<file path="src/rtl/sbb_pkg.sv">
// shared types and constants for the sphere box boundary bounce block
package sbb_pkg;

    localparam int WORD_W      = 32;
    localparam int RAD_W       = 31;
    localparam int REST_W      = 17;
    localparam int REST_BITS   = 16;
    localparam int NUM_AXES    = 3;
    localparam int BOUNCE_W    = 2;
    localparam int CNT_W       = 3;
    localparam int MAX_BOUNCES = 6;
    localparam int LANE_STAGES = 2;
    localparam int NUM_STAGES  = LANE_STAGES + MAX_BOUNCES;
    localparam int IN_DATA_W   = 9 * WORD_W + RAD_W + REST_W;
    localparam int OUT_DATA_W  = 9 * WORD_W;
    localparam int CFG_IDX_W   = 3;

    typedef logic signed [WORD_W-1:0] word_t;

    // register map of the configuration port
    typedef enum logic [CFG_IDX_W-1:0] {
        CFG_WALL_MIN_X = 3'd0,
        CFG_WALL_MIN_Y = 3'd1,
        CFG_WALL_MIN_Z = 3'd2,
        CFG_WALL_MAX_X = 3'd3,
        CFG_WALL_MAX_Y = 3'd4,
        CFG_WALL_MAX_Z = 3'd5
    } cfg_idx_t;

    // full body state carried down the damping stages
    typedef struct packed {
        word_t [NUM_AXES-1:0] pos;
        word_t [NUM_AXES-1:0] vel;
        word_t [NUM_AXES-1:0] spin;
    } body_t;

    // stage loads driven into each axis lane
    typedef struct packed {
        logic load1;
        logic load2;
    } lane_ctrl_t;

    // what one axis lane hands to the merge
    typedef struct packed {
        word_t                pos;
        word_t                vel;
        logic [BOUNCE_W-1:0]  bounces;
    } lane_out_t;

endpackage

</file>
<file path="src/rtl/sbb_spin_damp.sv">
// one spin damping stage: scales all three spin components by 0.98 if a bounce is left
module sbb_spin_damp #(
    parameter int FRAC_BITS = 16
) (
    input  logic                        clk,
    input  logic                        load,
    input  sbb_pkg::body_t              body_in,
    input  logic [sbb_pkg::CNT_W-1:0]   cnt_in,
    output sbb_pkg::body_t              body_out,
    output logic [sbb_pkg::CNT_W-1:0]   cnt_out
);
    import sbb_pkg::*;

    localparam int PROD_W = WORD_W + FRAC_BITS;
    localparam logic [FRAC_BITS-1:0] DampQ =
        FRAC_BITS'(((64'd98 << FRAC_BITS) + 64'd50) / 64'd100);

    body_t             body_next;
    logic [CNT_W-1:0]  cnt_next;
    logic              apply;

    // per component magnitude multiply, truncate toward zero
    always_comb
    begin
        logic [WORD_W-1:0] mag;
        logic [PROD_W-1:0] prod;
        logic [WORD_W-1:0] q;
        body_next = body_in;
        apply     = (cnt_in != '0);
        cnt_next  = apply ? cnt_in - 1'b1 : cnt_in;
        for (int i = 0; i < NUM_AXES; i++)
        begin
            mag  = body_in.spin[i][WORD_W-1] ? ~body_in.spin[i] + 1'b1 : body_in.spin[i];
            prod = PROD_W'(mag) * PROD_W'(DampQ);
            q    = prod[PROD_W-1:FRAC_BITS];
            if (apply)
            begin
                body_next.spin[i] = body_in.spin[i][WORD_W-1] ? ~q + 1'b1 : q;
            end
        end
    end

    body_t             body_reg;
    logic [CNT_W-1:0]  cnt_reg;

    always_ff @(posedge clk)
    begin
        if (load)
        begin
            body_reg <= body_next;
            cnt_reg  <= cnt_next;
        end
    end

    assign body_out = body_reg;
    assign cnt_out  = cnt_reg;

endmodule

</file>
<file path="config.mk">
export PLATFORM = sky130hd
export DESIGN_NAME = sbb_spin_damp
export DESIGN_NICKNAME = d
export VERILOG_FILES = /design/src/rtl/sbb_pkg.sv /design/src/rtl/sbb_spin_damp.sv
export SDC_FILE = /design/constraint.sdc
export NUM_CORES = 2
export LEC_CHECK = 0
export ABC_AREA = 0
export BUFFER_PORTS_ARGS = -buffer_cell sky130_fd_sc_hd__clkbuf_2
export CORE_AREA = 2 2 367 369
export CTS_CLUSTER_SIZE = 16
export DETAILED_ROUTE_END_ITERATION = 6
export DIE_AREA = 0 0 369 371
export MAX_ROUTING_LAYER = met4
export PLACE_DENSITY = 0.61
export SLEW_MARGIN = 0
export SYNTH_ARGS = -nofsm -noshare
export SYNTH_HDL_FRONTEND = slang
export SYNTH_SLANG_ARGS = --single-unit
</file>
<file path="constraint.sdc">
create_clock -name clk -period 24 [get_ports clk]
set_input_delay 1.2 -clock clk [delete_from_list [all_inputs] [get_ports clk]]
set_output_delay 1.2 -clock clk [all_outputs]
set_load 0.02 [all_outputs]
</file>
Word level (Yosys, flattened, before mapping) --
Cells that the tools add are included.
Word-level totals: register bits 291, latch bits 0, RAM bits 0, bits in read-only memories 0, bits of input ports 293, output and inout bits 291, logic and storage cells 37, memories kept 0
Cells by class: $add $sub $neg 7, multiply operators 3, div/mod/pow operators 0, $lt $le $gt $ge 0, eq/ne operators 0, shifts and indexed selects 0, muxes and demuxes 10, bitwise logic cells 6, reduce and logical (&&, ||, !) cells 1
Operators with widths (number):
- two-way mux 32 bit | 9
- adder 32 x 1 -> 32 bit (second input constant) | 6
- NOT 32 bit | 6
- multiplier 32 x 16 -> 48 bit (second input constant) | 3
- two-way mux 3 bit | 1
- nonzero test 3 bit | 1
- subtractor 3 x 1 -> 3 bit (second input constant) | 1

Longest topological paths before layout --
depth after elaboration 8, mapped depth 34, mapped depth without buffers 32

Worst setup path before layout --
OpenSTA, ideal clock, no wires.
path kind in2reg, start in body_in[73] (netlist bit), end reg body_reg, in the netlist body_out[95] (data pin), setup time 0.138 ns, arrival 9.905 ns, required time 23.862 ns, slack 13.957 ns, stages 31, buffers on the path 2, cell sequence or4_1 > nor4_1 > nand2b_1 > or3_1 > or3_1 > o21ai_0 > xnor2_1 > ha_1 > inv_1 > fa_1 > inv_1 > fa_1 > fa_1 > fa_1 > inv_1 > fa_1 > inv_1 > ha_1 > buf_2 > a21oi_1 > nand2_1 > a221o_1 > or4_1 > nand4_1 > nor3_1 > or3_1 > or4_1 > buf_2 > or4_1 > or4_1 > nand4_1
RTL lines:
- start: declaration | line sbb_spin_damp.sv:7 | input sbb_pkg::body_t body_in,
- end signal: assignment | line sbb_spin_damp.sv:50 | body_reg <= body_next;
- end: declaration | line sbb_spin_damp.sv:43 | body_t body_reg;

==> summary.md <==
| Metric | Value |
|---|---|
| Outcome | `complete, no violations` |
| Max clock buf depth | `3` |
| First-pass GRT wire length | `222000 um` |
| Cell variety after synth | `87` |
| Setup crit end kind | `register` |
| Total grt overflow | `0` |
| CTS tree | `yes` |
| Vias/cell | `4.96` |
| Vias | `35600` |
| Primary FF master, synth | `edfxtp_1` |
| Post-cts resize count | `0` |
| Worst relative slew slack | `7.20%` |
| Syn nets | `6355` |
| Startpoint Class | `primary input` |
| RD Place Congestion | `0.974` |
| Layout Nets | `6931` |
| Root Buffer | `clkbuf_16` |
| IO Count | `584` |
| Final Hold Viols | `0` |
| Register area share after synthesis | `18.9%` |
| Total CTS buffers | `39` |
| Area Overhead vs Synth | `13.9%` |
| RSZ-0062 raised after global routing | `false` |
| Required @ worst endpoint | `24.48 ns` |
| Setup Buffers After CTS | `0` |
| Worst Setup Path Type | `primary input to register` |
| DIE HEIGHT | `371 um` |
| Sink Count | `291` |
| Max-Cap Viols | `0` |
| CP Data Arrival Time | `11.83 ns` |
| CP Max Fanout | `14` |
| Setup slack after layout | `12.65 ns` |
| Initial DRC count | `2386` |
| DP HPWL | `126000 um` |
| Layout cells sized above 1 | `13.8%` |
| Highest Clock Rate | `0.0881 GHz` |
| Core area | `133000 um^2` |
| I/O Buffers | `583` |
| Setup-failing EPs final | `0` |
| Syn Std Cell Area | `46200 um^2` |
| Fin Setup TNS | `0 ns` |
| Total die area | `137000 um^2` |
| 1st-pass router iterations | `5` |
| Antenna Nets Post-Route | `0` |
| Most frequent cells in the layout | `inv_1 (1325), fa_1 (657), ha_1 (608)` |
| Overall Global Routing Usage | `22.0%` |
| Hold_buf cts | `0` |
| Fin crit share | `47.3%` |
| Pin count of the biggest net entering global routing | `87` |
| Slew Limit Fails | `0` |
| Clock-pin slew on the worst setup and hold paths | `0.06 ns` |
| Most common cell after layout, fill and taps aside | `inv_1` |
| Cells after synthesis | `4796` |
| Pre-CTS setup slack | `12.02 ns` |
| H-tree depth | `2` |
| Average wire per standard cell | `20.4 um` |
| Routed WL | `146000 um` |
| Worst hold path type | `primary input to register` |
| CP max stage cell | `xor2_1` |
| Row Count | `134` |
| EDFF count, synth | `291` |
| Vias in the first global route | `37000` |
| Post-synthesis area per instance | `9.63 um^2` |
| Worst slew pin tran | `1.39 ns` |
| Drc violations | `0` |
| Initial core utilization | `34.8%` |
| Number of fill cells | `13400` |
| Die Wd | `369 um` |
| Yosys reg bits | `291` |
| Ys Warns | `0` |
| Antenna violations before repair | `14` |
| Period minus WS final | `11.35 ns` |
| CP max stage delay | `0.95 ns` |
| Asr flop ratio synth | `0%` |
-- cell families after synthesis --
logic type      after synthesis  synth area share, %
flops                       291                 18.9
fa+ha+maj                  1266                 45.0
xor+xnor                    305                 5.78
buf+inv                    1423                 11.6
mux                          16                0.379
compound gates              699                 9.70
simple gates                796                 8.65
-- worst max-delay path: cells and delay by family --
kind	cells	cell delay, ns
compound gates	2	0.73
xor+xnor	2	1.15
fa+ha+maj	7	3.27
buf+inv	5	0.33
simple gates	14	5.12
-- worst paths after layout --
kind                   endpoint  slack (ns)  cells past startpoint         start
hold / removal    body_out[186]        0.74                      1  body_in[186]
setup / recovery   body_out[95]       12.65                     30   body_in[73]
-- cell usage after synthesis (9+ instances only) --
| cell type | n | area share (%) |
|---|---|---|
| o21ai_0 | 223 | 2.4 |
| o41ai_1 | 20 | 0.38 |
| o21bai_1 | 17 | 0.28 |
| edfxtp_1 | 291 | 19 |
| and3_1 | 24 | 0.33 |
| o31ai_1 | 45 | 0.73 |
| o211ai_1 | 15 | 0.24 |
| nor2b_1 | 13 | 0.18 |
| nand2_1 | 260 | 2.1 |
| or4_1 | 23 | 0.37 |
| clkbuf_1 | 84 | 0.68 |
| nand2b_1 | 21 | 0.28 |
| mux2_2 | 12 | 0.29 |
| a31oi_1 | 17 | 0.23 |
| a21o_1 | 42 | 0.68 |
| and2_1 | 22 | 0.30 |
| fa_1 | 657 | 28 |
| a211oi_1 | 25 | 0.41 |
| and4_1 | 22 | 0.42 |
| or2_2 | 19 | 0.26 |
| a221oi_1 | 10 | 0.19 |
| nor3_1 | 49 | 0.53 |
| a211o_1 | 12 | 0.23 |
| inv_1 | 1325 | 11 |
| o2111ai_1 | 9 | 0.17 |
| xor2_1 | 116 | 2.2 |
| nand3_1 | 57 | 0.62 |
| nor4_1 | 21 | 0.28 |
| or3_1 | 31 | 0.42 |
| xnor2_1 | 189 | 3.6 |
| nor2_1 | 153 | 1.2 |
| nand4_1 | 43 | 0.58 |
| a21oi_1 | 169 | 1.8 |
| o21a_1 | 16 | 0.26 |
| ha_1 | 609 | 16 |
-- sequential cells by signal, summed over array words and instances (netlist names) --
signal and cells:
cnt_out 3, body_out 288
-- stage by stage --
stage               std cells  util [%]  hold WS, ns  cell area [um^2]
floorplan                4796         -         1.30             46200
global placement         7099      38.7         1.38             51300
detailed placement       7099      38.7         1.38             51300
CTS                      7169      39.6        0.693             52600
global route             7178      39.6        0.713             52600
finish                   7179      39.6        0.740             52600
-- routing by layer --
layer / track usage (%) / wire, um / up-vias
li1: - / - / 16600
met1: 28.8 / 64100 / 17700
met2: 34.8 / 68000 / 1070
met3: 4.29 / 10200 / 192
met4: 5.58 / 3860 / 0
met5: - / 0 / -
-- final cells by class --
| cell class | count | area (um^2) | share of cell area [%] |
|---|---|---|---|
| repair buffers | 631 | 3290 | 6.25 |
| clock buffers | 45 | 998 | 1.90 |
| diodes | 10 | 25.0 | 0.0476 |
| inverters | 1327 | 4980 | 9.47 |
| flip-flops and latches | 291 | 8740 | 16.6 |
| multi-input cells | 3082 | 32100 | 61.0 |
| clock inverters | 25 | 255 | 0.485 |
| well taps | 1768 | 2210 | 4.20 |
Power is not shown: default switching activity piles up to over one toggle a cycle in this logic, so the estimate is an artifact.
