$ cat src/rtl/sbb_pkg.sv
// shared types and constants for the sphere box boundary bounce block
package sbb_pkg;

    localparam int WORD_W      = 32;
    localparam int RAD_W       = 31;
    localparam int REST_W      = 17;
    localparam int REST_BITS   = 16;
    localparam int NUM_AXES    = 3;
    localparam int BOUNCE_W    = 2;
    localparam int CNT_W       = 3;
    localparam int MAX_BOUNCES = 6;
    localparam int LANE_STAGES = 2;
    localparam int NUM_STAGES  = LANE_STAGES + MAX_BOUNCES;
    localparam int IN_DATA_W   = 9 * WORD_W + RAD_W + REST_W;
    localparam int OUT_DATA_W  = 9 * WORD_W;
    localparam int CFG_IDX_W   = 3;

    typedef logic signed [WORD_W-1:0] word_t;

    // register map of the configuration port
    typedef enum logic [CFG_IDX_W-1:0] {
        CFG_WALL_MIN_X = 3'd0,
        CFG_WALL_MIN_Y = 3'd1,
        CFG_WALL_MIN_Z = 3'd2,
        CFG_WALL_MAX_X = 3'd3,
        CFG_WALL_MAX_Y = 3'd4,
        CFG_WALL_MAX_Z = 3'd5
    } cfg_idx_t;

    // full body state carried down the damping stages
    typedef struct packed {
        word_t [NUM_AXES-1:0] pos;
        word_t [NUM_AXES-1:0] vel;
        word_t [NUM_AXES-1:0] spin;
    } body_t;

    // stage loads driven into each axis lane
    typedef struct packed {
        logic load1;
        logic load2;
    } lane_ctrl_t;

    // what one axis lane hands to the merge
    typedef struct packed {
        word_t                pos;
        word_t                vel;
        logic [BOUNCE_W-1:0]  bounces;
    } lane_out_t;

endpackage

$ cat src/rtl/sbb_axis_lane.sv
// one axis of the wall check: min wall stage, max wall stage, velocity bounce
module sbb_axis_lane (
    input  logic                         clk,
    input  sbb_pkg::lane_ctrl_t          ctrl,
    input  sbb_pkg::word_t               pos,
    input  sbb_pkg::word_t               vel,
    input  sbb_pkg::word_t               wall_lo,
    input  sbb_pkg::word_t               wall_hi,
    input  logic [sbb_pkg::RAD_W-1:0]    radius,
    input  logic [sbb_pkg::REST_W-1:0]   rest,
    input  logic                         is_static,
    output sbb_pkg::lane_out_t           result
);
    import sbb_pkg::*;

    localparam int EXT_W    = WORD_W + 2;
    localparam int PROD1_W  = WORD_W + REST_W;
    localparam int PROD2_W  = WORD_W - 1 + REST_W;
    localparam word_t WORD_MAX = {1'b0, {(WORD_W-1){1'b1}}};
    localparam word_t WORD_MIN = {1'b1, {(WORD_W-1){1'b0}}};

    // saturate a wide signed value to one word
    function automatic word_t sat32(input logic signed [EXT_W-1:0] v);
        word_t res;
        if ((&v[EXT_W-1:WORD_W-1]) || !(|v[EXT_W-1:WORD_W-1])) begin
            res = v[WORD_W-1:0];
        end
        else if (v[EXT_W-1]) begin
            res = WORD_MIN;
        end
        else begin
            res = WORD_MAX;
        end
        return res;
    endfunction

    // min wall check on the incoming item
    logic signed [EXT_W-1:0] pos_ext;
    logic signed [EXT_W-1:0] rad_ext;
    logic signed [EXT_W-1:0] lo_ext;
    logic                    hit_lo;
    logic                    bounce_lo;
    logic [WORD_W-1:0]       vel_mag;
    logic [PROD1_W-1:0]      prod_lo;
    word_t                   pos1_next;

    assign pos_ext   = {{(EXT_W-WORD_W){pos[WORD_W-1]}}, pos};
    assign rad_ext   = {{(EXT_W-RAD_W){1'b0}}, radius};
    assign lo_ext    = {{(EXT_W-WORD_W){wall_lo[WORD_W-1]}}, wall_lo};
    assign hit_lo    = !is_static && ((pos_ext - rad_ext) < lo_ext);
    assign pos1_next = hit_lo ? sat32(lo_ext + rad_ext) : pos;
    assign bounce_lo = hit_lo && vel[WORD_W-1];
    assign vel_mag   = ~vel + 1'b1;
    assign prod_lo   = PROD1_W'(vel_mag) * PROD1_W'(rest);

    word_t                   pos1_reg;
    word_t                   vel1_reg;
    logic                    bounce_lo1_reg;
    logic [PROD1_W-1:0]      prod_lo_reg;
    logic [RAD_W-1:0]        rad1_reg;
    logic [REST_W-1:0]       rest1_reg;
    logic                    static1_reg;

    always_ff @(posedge clk)
    begin
        if (ctrl.load1)
        begin
            pos1_reg       <= pos1_next;
            vel1_reg       <= vel;
            bounce_lo1_reg <= bounce_lo;
            prod_lo_reg    <= prod_lo;
            rad1_reg       <= radius;
            rest1_reg      <= rest;
            static1_reg    <= is_static;
        end
    end

    // min wall velocity result, then max wall check
    logic [PROD1_W-REST_BITS-1:0] q_lo;
    word_t                   vel_up;
    word_t                   vel1;
    logic signed [EXT_W-1:0] pos1_ext;
    logic signed [EXT_W-1:0] rad1_ext;
    logic signed [EXT_W-1:0] hi_ext;
    logic                    hit_hi;
    logic                    bounce_hi;
    logic [PROD2_W-1:0]      prod_hi;
    word_t                   pos2_next;

    assign q_lo      = prod_lo_reg[PROD1_W-1:REST_BITS];
    assign vel_up    = (q_lo > (PROD1_W-REST_BITS)'(WORD_MAX)) ? WORD_MAX
                                                              : q_lo[WORD_W-1:0];
    assign vel1      = bounce_lo1_reg ? vel_up : vel1_reg;
    assign pos1_ext  = {{(EXT_W-WORD_W){pos1_reg[WORD_W-1]}}, pos1_reg};
    assign rad1_ext  = {{(EXT_W-RAD_W){1'b0}}, rad1_reg};
    assign hi_ext    = {{(EXT_W-WORD_W){wall_hi[WORD_W-1]}}, wall_hi};
    assign hit_hi    = !static1_reg && ((pos1_ext + rad1_ext) > hi_ext);
    assign pos2_next = hit_hi ? sat32(hi_ext - rad1_ext) : pos1_reg;
    assign bounce_hi = hit_hi && !vel1[WORD_W-1] && (vel1 != '0);
    assign prod_hi   = PROD2_W'(vel1[WORD_W-2:0]) * PROD2_W'(rest1_reg);

    word_t                   pos2_reg;
    word_t                   vel2_reg;
    logic                    bounce_lo2_reg;
    logic                    bounce_hi_reg;
    logic [PROD2_W-1:0]      prod_hi_reg;

    always_ff @(posedge clk)
    begin
        if (ctrl.load2)
        begin
            pos2_reg       <= pos2_next;
            vel2_reg       <= vel1;
            bounce_lo2_reg <= bounce_lo1_reg;
            bounce_hi_reg  <= bounce_hi;
            prod_hi_reg    <= prod_hi;
        end
    end

    // max wall velocity result, saturating at the negative end
    logic [WORD_W-1:0] q_hi;
    word_t             vel_dn;

    assign q_hi   = prod_hi_reg[PROD2_W-1:REST_BITS];
    assign vel_dn = q_hi[WORD_W-1] ? WORD_MIN : word_t'(~q_hi + 1'b1);

    assign result.pos     = pos2_reg;
    assign result.vel     = bounce_hi_reg ? vel_dn : vel2_reg;
    assign result.bounces = {1'b0, bounce_lo2_reg} + {1'b0, bounce_hi_reg};

endmodule

$ cat config.mk
export PLATFORM = sky130hd
export DESIGN_NAME = sbb_axis_lane
export DESIGN_NICKNAME = d
export VERILOG_FILES = /design/src/rtl/sbb_pkg.sv /design/src/rtl/sbb_axis_lane.sv
export SDC_FILE = /design/constraint.sdc
export NUM_CORES = 2
export LEC_CHECK = 0
export BUFFER_PORTS_ARGS = -buffer_cell sky130_fd_sc_hd__buf_2
export CAP_MARGIN = 20
export CORE_ASPECT_RATIO = 0.9
export CORE_MARGIN = 2
export CORE_UTILIZATION = 50
export CTS_CLUSTER_DIAMETER = 50
export DETAILED_ROUTE_END_ITERATION = 10
export GPL_TIMING_DRIVEN = 0
export PLACE_DENSITY = 0.64
export SLEW_MARGIN = 20
export SYNTH_ARGS = -nofsm -noshare
export SYNTH_HDL_FRONTEND = slang
export SYNTH_SLANG_ARGS = --single-unit
$ cat constraint.sdc
create_clock -name clk -period 13.8 [get_ports clk]
set_input_delay 0.69 -clock clk [delete_from_list [all_inputs] [get_ports clk]]
set_output_delay 0.69 -clock clk [all_outputs]
set_load 0.05 [all_outputs]
# After elaboration in Yosys (flattened, before gate mapping)
# Cells that the tools add are included.
# word_totals
regBits	277
in_bits	180
output_inout_bits	66
elab_cells	53
# op_classes
add_sub_neg	7
multipliers	2
order_cmp	3
muxes	10
bitwise_logic	2
reduce_logical	17
# ops
op	count
32-bit two-way mux	10
32-bit by 32-bit adder with 33-bit output	2
32-bit by 32-bit subtractor with 33-bit output	2
32-bit by 1-bit adder with 32-bit output, second input constant	2
32-bit inverter	2
32-bit by 17-bit multiplier with 49-bit output	1
31-bit by 18-bit multiplier with 48-bit output	1
33-bit by 31-bit greater-than comparator with 1-bit output, second input constant	1
33-bit by 32-bit greater-than comparator with 1-bit output	1
33-bit by 32-bit less-than comparator with 1-bit output	1
32-bit nonzero test	1
3-bit AND reduction	2
3-bit OR reduction	2
1-bit logical AND	5
1-bit logical NOT	5
1-bit by 1-bit adder with 2-bit output	1
1-bit logical OR	2

# Logic depth before layout (Yosys ltp)
# depth
word_depth	6
mapped_depth	33
mapped_depth_nobuf	30

# Least setup slack after synthesis
# No wires, ideal clock.
# synth_path
path_type	input to register
start	input vel[3]
end	register prod_lo_reg[48] (data pin)
setup_ns	0.260
arrival_ns	8.184
t_required_ns	13.540
path_slack_ns	5.356
stages	29
n_path_buf	1
path_cell_list	or4_1 nor3_1 nand2_1 nor3b_2 nand2_1 xor2_1 clkbuf_1 nand2_1 fa_1 inv_1 fa_1 inv_1 fa_1 fa_1 fa_1 inv_1 fa_1 ha_1 nand2_1 o21a_1 o21ai_0 a31oi_1 o2111a_1 a211oi_1 a311oi_1 nor3_1 a41o_1 nor2_1 xnor2_1
# synth_between
elab_chain_len	3
# synth_lines
item	line_no	source
start, declared	sbb_axis_lane.sv:6	input sbb_pkg::word_t vel,
32-bit inverter	sbb_axis_lane.sv:53	assign vel_mag = ~vel + 1'b1;
32-bit by 1-bit adder with 32-bit output	sbb_axis_lane.sv:53	
32-bit by 17-bit multiplier with 49-bit output	sbb_axis_lane.sv:54	assign prod_lo = PROD1_W'(vel_mag) * PROD1_W'(rest);
via prod_lo[48]	sbb_axis_lane.sv:44	logic [PROD1_W-1:0] prod_lo;
end signal, assigned	sbb_axis_lane.sv:71	prod_lo_reg <= prod_lo;
end, declared	sbb_axis_lane.sv:59	logic [PROD1_W-1:0] prod_lo_reg;
# The timed path passes the listed nets, and every way through them passes these cells.
# A chain may end at the register's enable or synchronous reset.

# Final worst setup path
# Same ends and word-level chain as after synthesis.

==> results.json <==
{
  "tns_ns": 0,
  "crit_fanout": 10,
  "grt_overflow": 0,
  "rsz0062_at_grt": "no",
  "vias": 39500,
  "synth-edff-count": 245,
  "die_w_um": 343,
  "cts_sinks": 245,
  "cts_tree": "built",
  "dieHeight_um": 309,
  "worst_hold_startpoint": "radius[11]",
  "post_cts_resized": 0,
  "cp-start-kind": "input port",
  "first_iter_violations": 3079,
  "required_ns": 14.10,
  "layout-drive-gt1-share_pct": 6.14,
  "final_max_slew_viol_count": 0,
  "fin_crit_sh_pct": 73.9,
  "place_ws_ns": 3.16,
  "clkTransAtPathRegs_ns": 0.06,
  "final_common_cell": "inv_1",
  "grt_max_degree": 88,
  "cpMaxStageDelayCell": "xor2_1",
  "fin_skew_ns": 0.0331,
  "syn_nets": 7161,
  "yosysWarnings": 0,
  "drv_cap": 0,
  "port_buffers": 245,
  "numCtsBuffers": 34,
  "grt_pass1_vias": 40000,
  "dp_hpwl_mm": 128,
  "avgViaCountPerCell": 5.43,
  "crit_arrival_ns": 10.50,
  "clock_latency_ns": 0.57,
  "synth.yosys.seq_area_share_pct": 14.3,
  "holdBufCountCts": 0,
  "totalWireLength_mm": 152,
  "synth_ff_type": "edfxtp_1",
  "placed_area_um2": 54600,
  "gp_congestion": 0.970,
  "grt_first_pass_wirelength_mm": 234,
  "clock.fmax_mhz": 98.0,
  "largest_register_ffs": 33,
  "stdcell_count": 7280,
  "antenna_found_initial": 11,
  "outcome": "finished, final reports clean",
  "post_drt_wl_per_cell_um": 20.9,
  "critPathKind": "input port to flop",
  "stdcell_area_um2": 55700,
  "hold_path.class": "input port to flop",
  "first_pass_iters": 6,
  "relSlewSlack_pct": 21.6,
  "setup_slack_ns": 3.60,
  "syn2layout_area_growth_pct": 7.95,
  "min_period_ns": 10.20,
  "synth_seq_cells": 245,
  "fp.coreArea_um2": 102000,
  "synth_cells": 5608,
  "start_util_pct": 50.6,
  "rows": 111,
  "route.detailed.drc": 0,
  "slowest_delay_ns": 0.75,
  "placed_cells": 7212,
  "crit_start": "vel[3]",
  "async_flop_share_pct": 0,
  "cpLargestDelayFamily": "adder cells",
  "worstSetupEndpointType": "flop",
  "setup_violations": 0,
  "dieArea_um2": 106000,
  "path_buf_inv": 5,
  "root_buffer": "clkbuf_16",
  "ioPinCount": 246,
  "worst_slew_pin_slew_ns": 1.17,
  "synth_cell_types": 83,
  "antenna_left": 0,
  "grt_usage_pct": 29.2,
  "final_hold_viol_count": 0,
  "h-tree-depth": 2,
  "syn_avg_cell_area_um2": 9.20,
  "path_common_cell": "fa_1",
  "synth_area_um2": 51600,
  "postCtsSetupBuffers": 0,
  "final_cell_mix": "inv_1, fa_1, nand2_1",
  "cts.path.max_buffers": 3,
  "r2r_start": "bounce_lo1_reg",
  "final_nets": 7445
}
[cells by family (layout without fill, tap and decap cells)]
family	count (synthesis)	in the layout	synth area share [%]
xor gates and xnor gates	229	229	3.89
adders and majority gates	1373	1373	47.1
DFF	245	245	14.3
muxes	3	3	0.0873
buffers and inverters	1466	1771	10.7
and+or+nand+nor	1621	1621	15.3
other	0	11	0
AOI/OAI and AO/OA	671	671	8.68
[worst paths after layout]
| kind | end | slack (ns) | cells past startpoint |
|---|---|---|---|
| min reg2reg | pos2_reg[28] | 0.63 | 2 |
| max | prod_lo_reg[48] | 3.60 | 30 |
| min | rad1_reg[11] | 0.36 | 1 |
| max reg2reg | prod_hi_reg[46] | 4.09 | 29 |
[synthesized netlist by cell type, types with 5 or more instances]
cell	count	area share, %
a211oi_1	20	0.29
buf_2	8	0.078
a31oi_1	18	0.22
a21o_1	90	1.3
nor2b_1	41	0.50
o31ai_1	8	0.12
o21ai_1	5	0.048
and2_1	451	5.5
nand3_1	39	0.38
inv_1	1259	9.2
nand2_2	11	0.13
nor2_1	181	1.3
o211ai_1	16	0.23
o21bai_1	17	0.25
xnor2_1	150	2.5
nor4_1	27	0.33
a21oi_2	12	0.20
a211o_1	5	0.085
o22ai_1	30	0.36
nand2b_1	26	0.32
nor3b_1	6	0.087
clkbuf_1	196	1.4
nand3b_1	9	0.13
fa_1	950	37
or3_1	8	0.097
o21ai_0	96	0.93
o22a_1	49	0.83
a21oi_1	191	1.9
xor2_1	79	1.3
and4_1	6	0.10
ha_1	423	10
or4_1	8	0.12
nand4_1	30	0.36
o21a_1	49	0.71
a311oi_1	6	0.10
a2111oi_0	5	0.085
nand2_1	707	5.1
or2_2	6	0.073
nor3_1	42	0.41
and3_1	17	0.21
edfxtp_1	245	14
[stage by stage]
step / hold WS, ns / util (%)
2_1_floorplan: 0.424 / -
3_3_place_gp: 0.623 / 53.4
3_5_place_dp: 0.621 / 53.5
4_1_cts: 0.330 / 54.6
5_1_grt: 0.346 / 54.6
6_report: 0.355 / 54.6
[cell type report]
cell class,instances,area (µm²)
Fill cell,9543,46400
Inverter,1259,4730
Tap cell,1356,1700
Antenna cell,11,27.5
Timing Repair Buffer,248,1310
Buffer,207,810
Sequential cell,245,7360
Clock inverter,17,184
Multi-Input combinational cell,3897,38700
Clock buffer,40,873
[routing by layer]
layer | GRT usage [%] | up-vias | wire length, µm
met1 | 41.5 | 19700 | 65400
met3 | 6.30 | 217 | 15100
met5 | 0 | - | 20
met2 | 45.4 | 1610 | 67300
li1 | - | 17900 | -
met4 | 7.85 | 2 | 4060
Power is left out: the tool's default activity adds up to more than one toggle a clock period on the data nets, which glitch-free logic cannot reach.
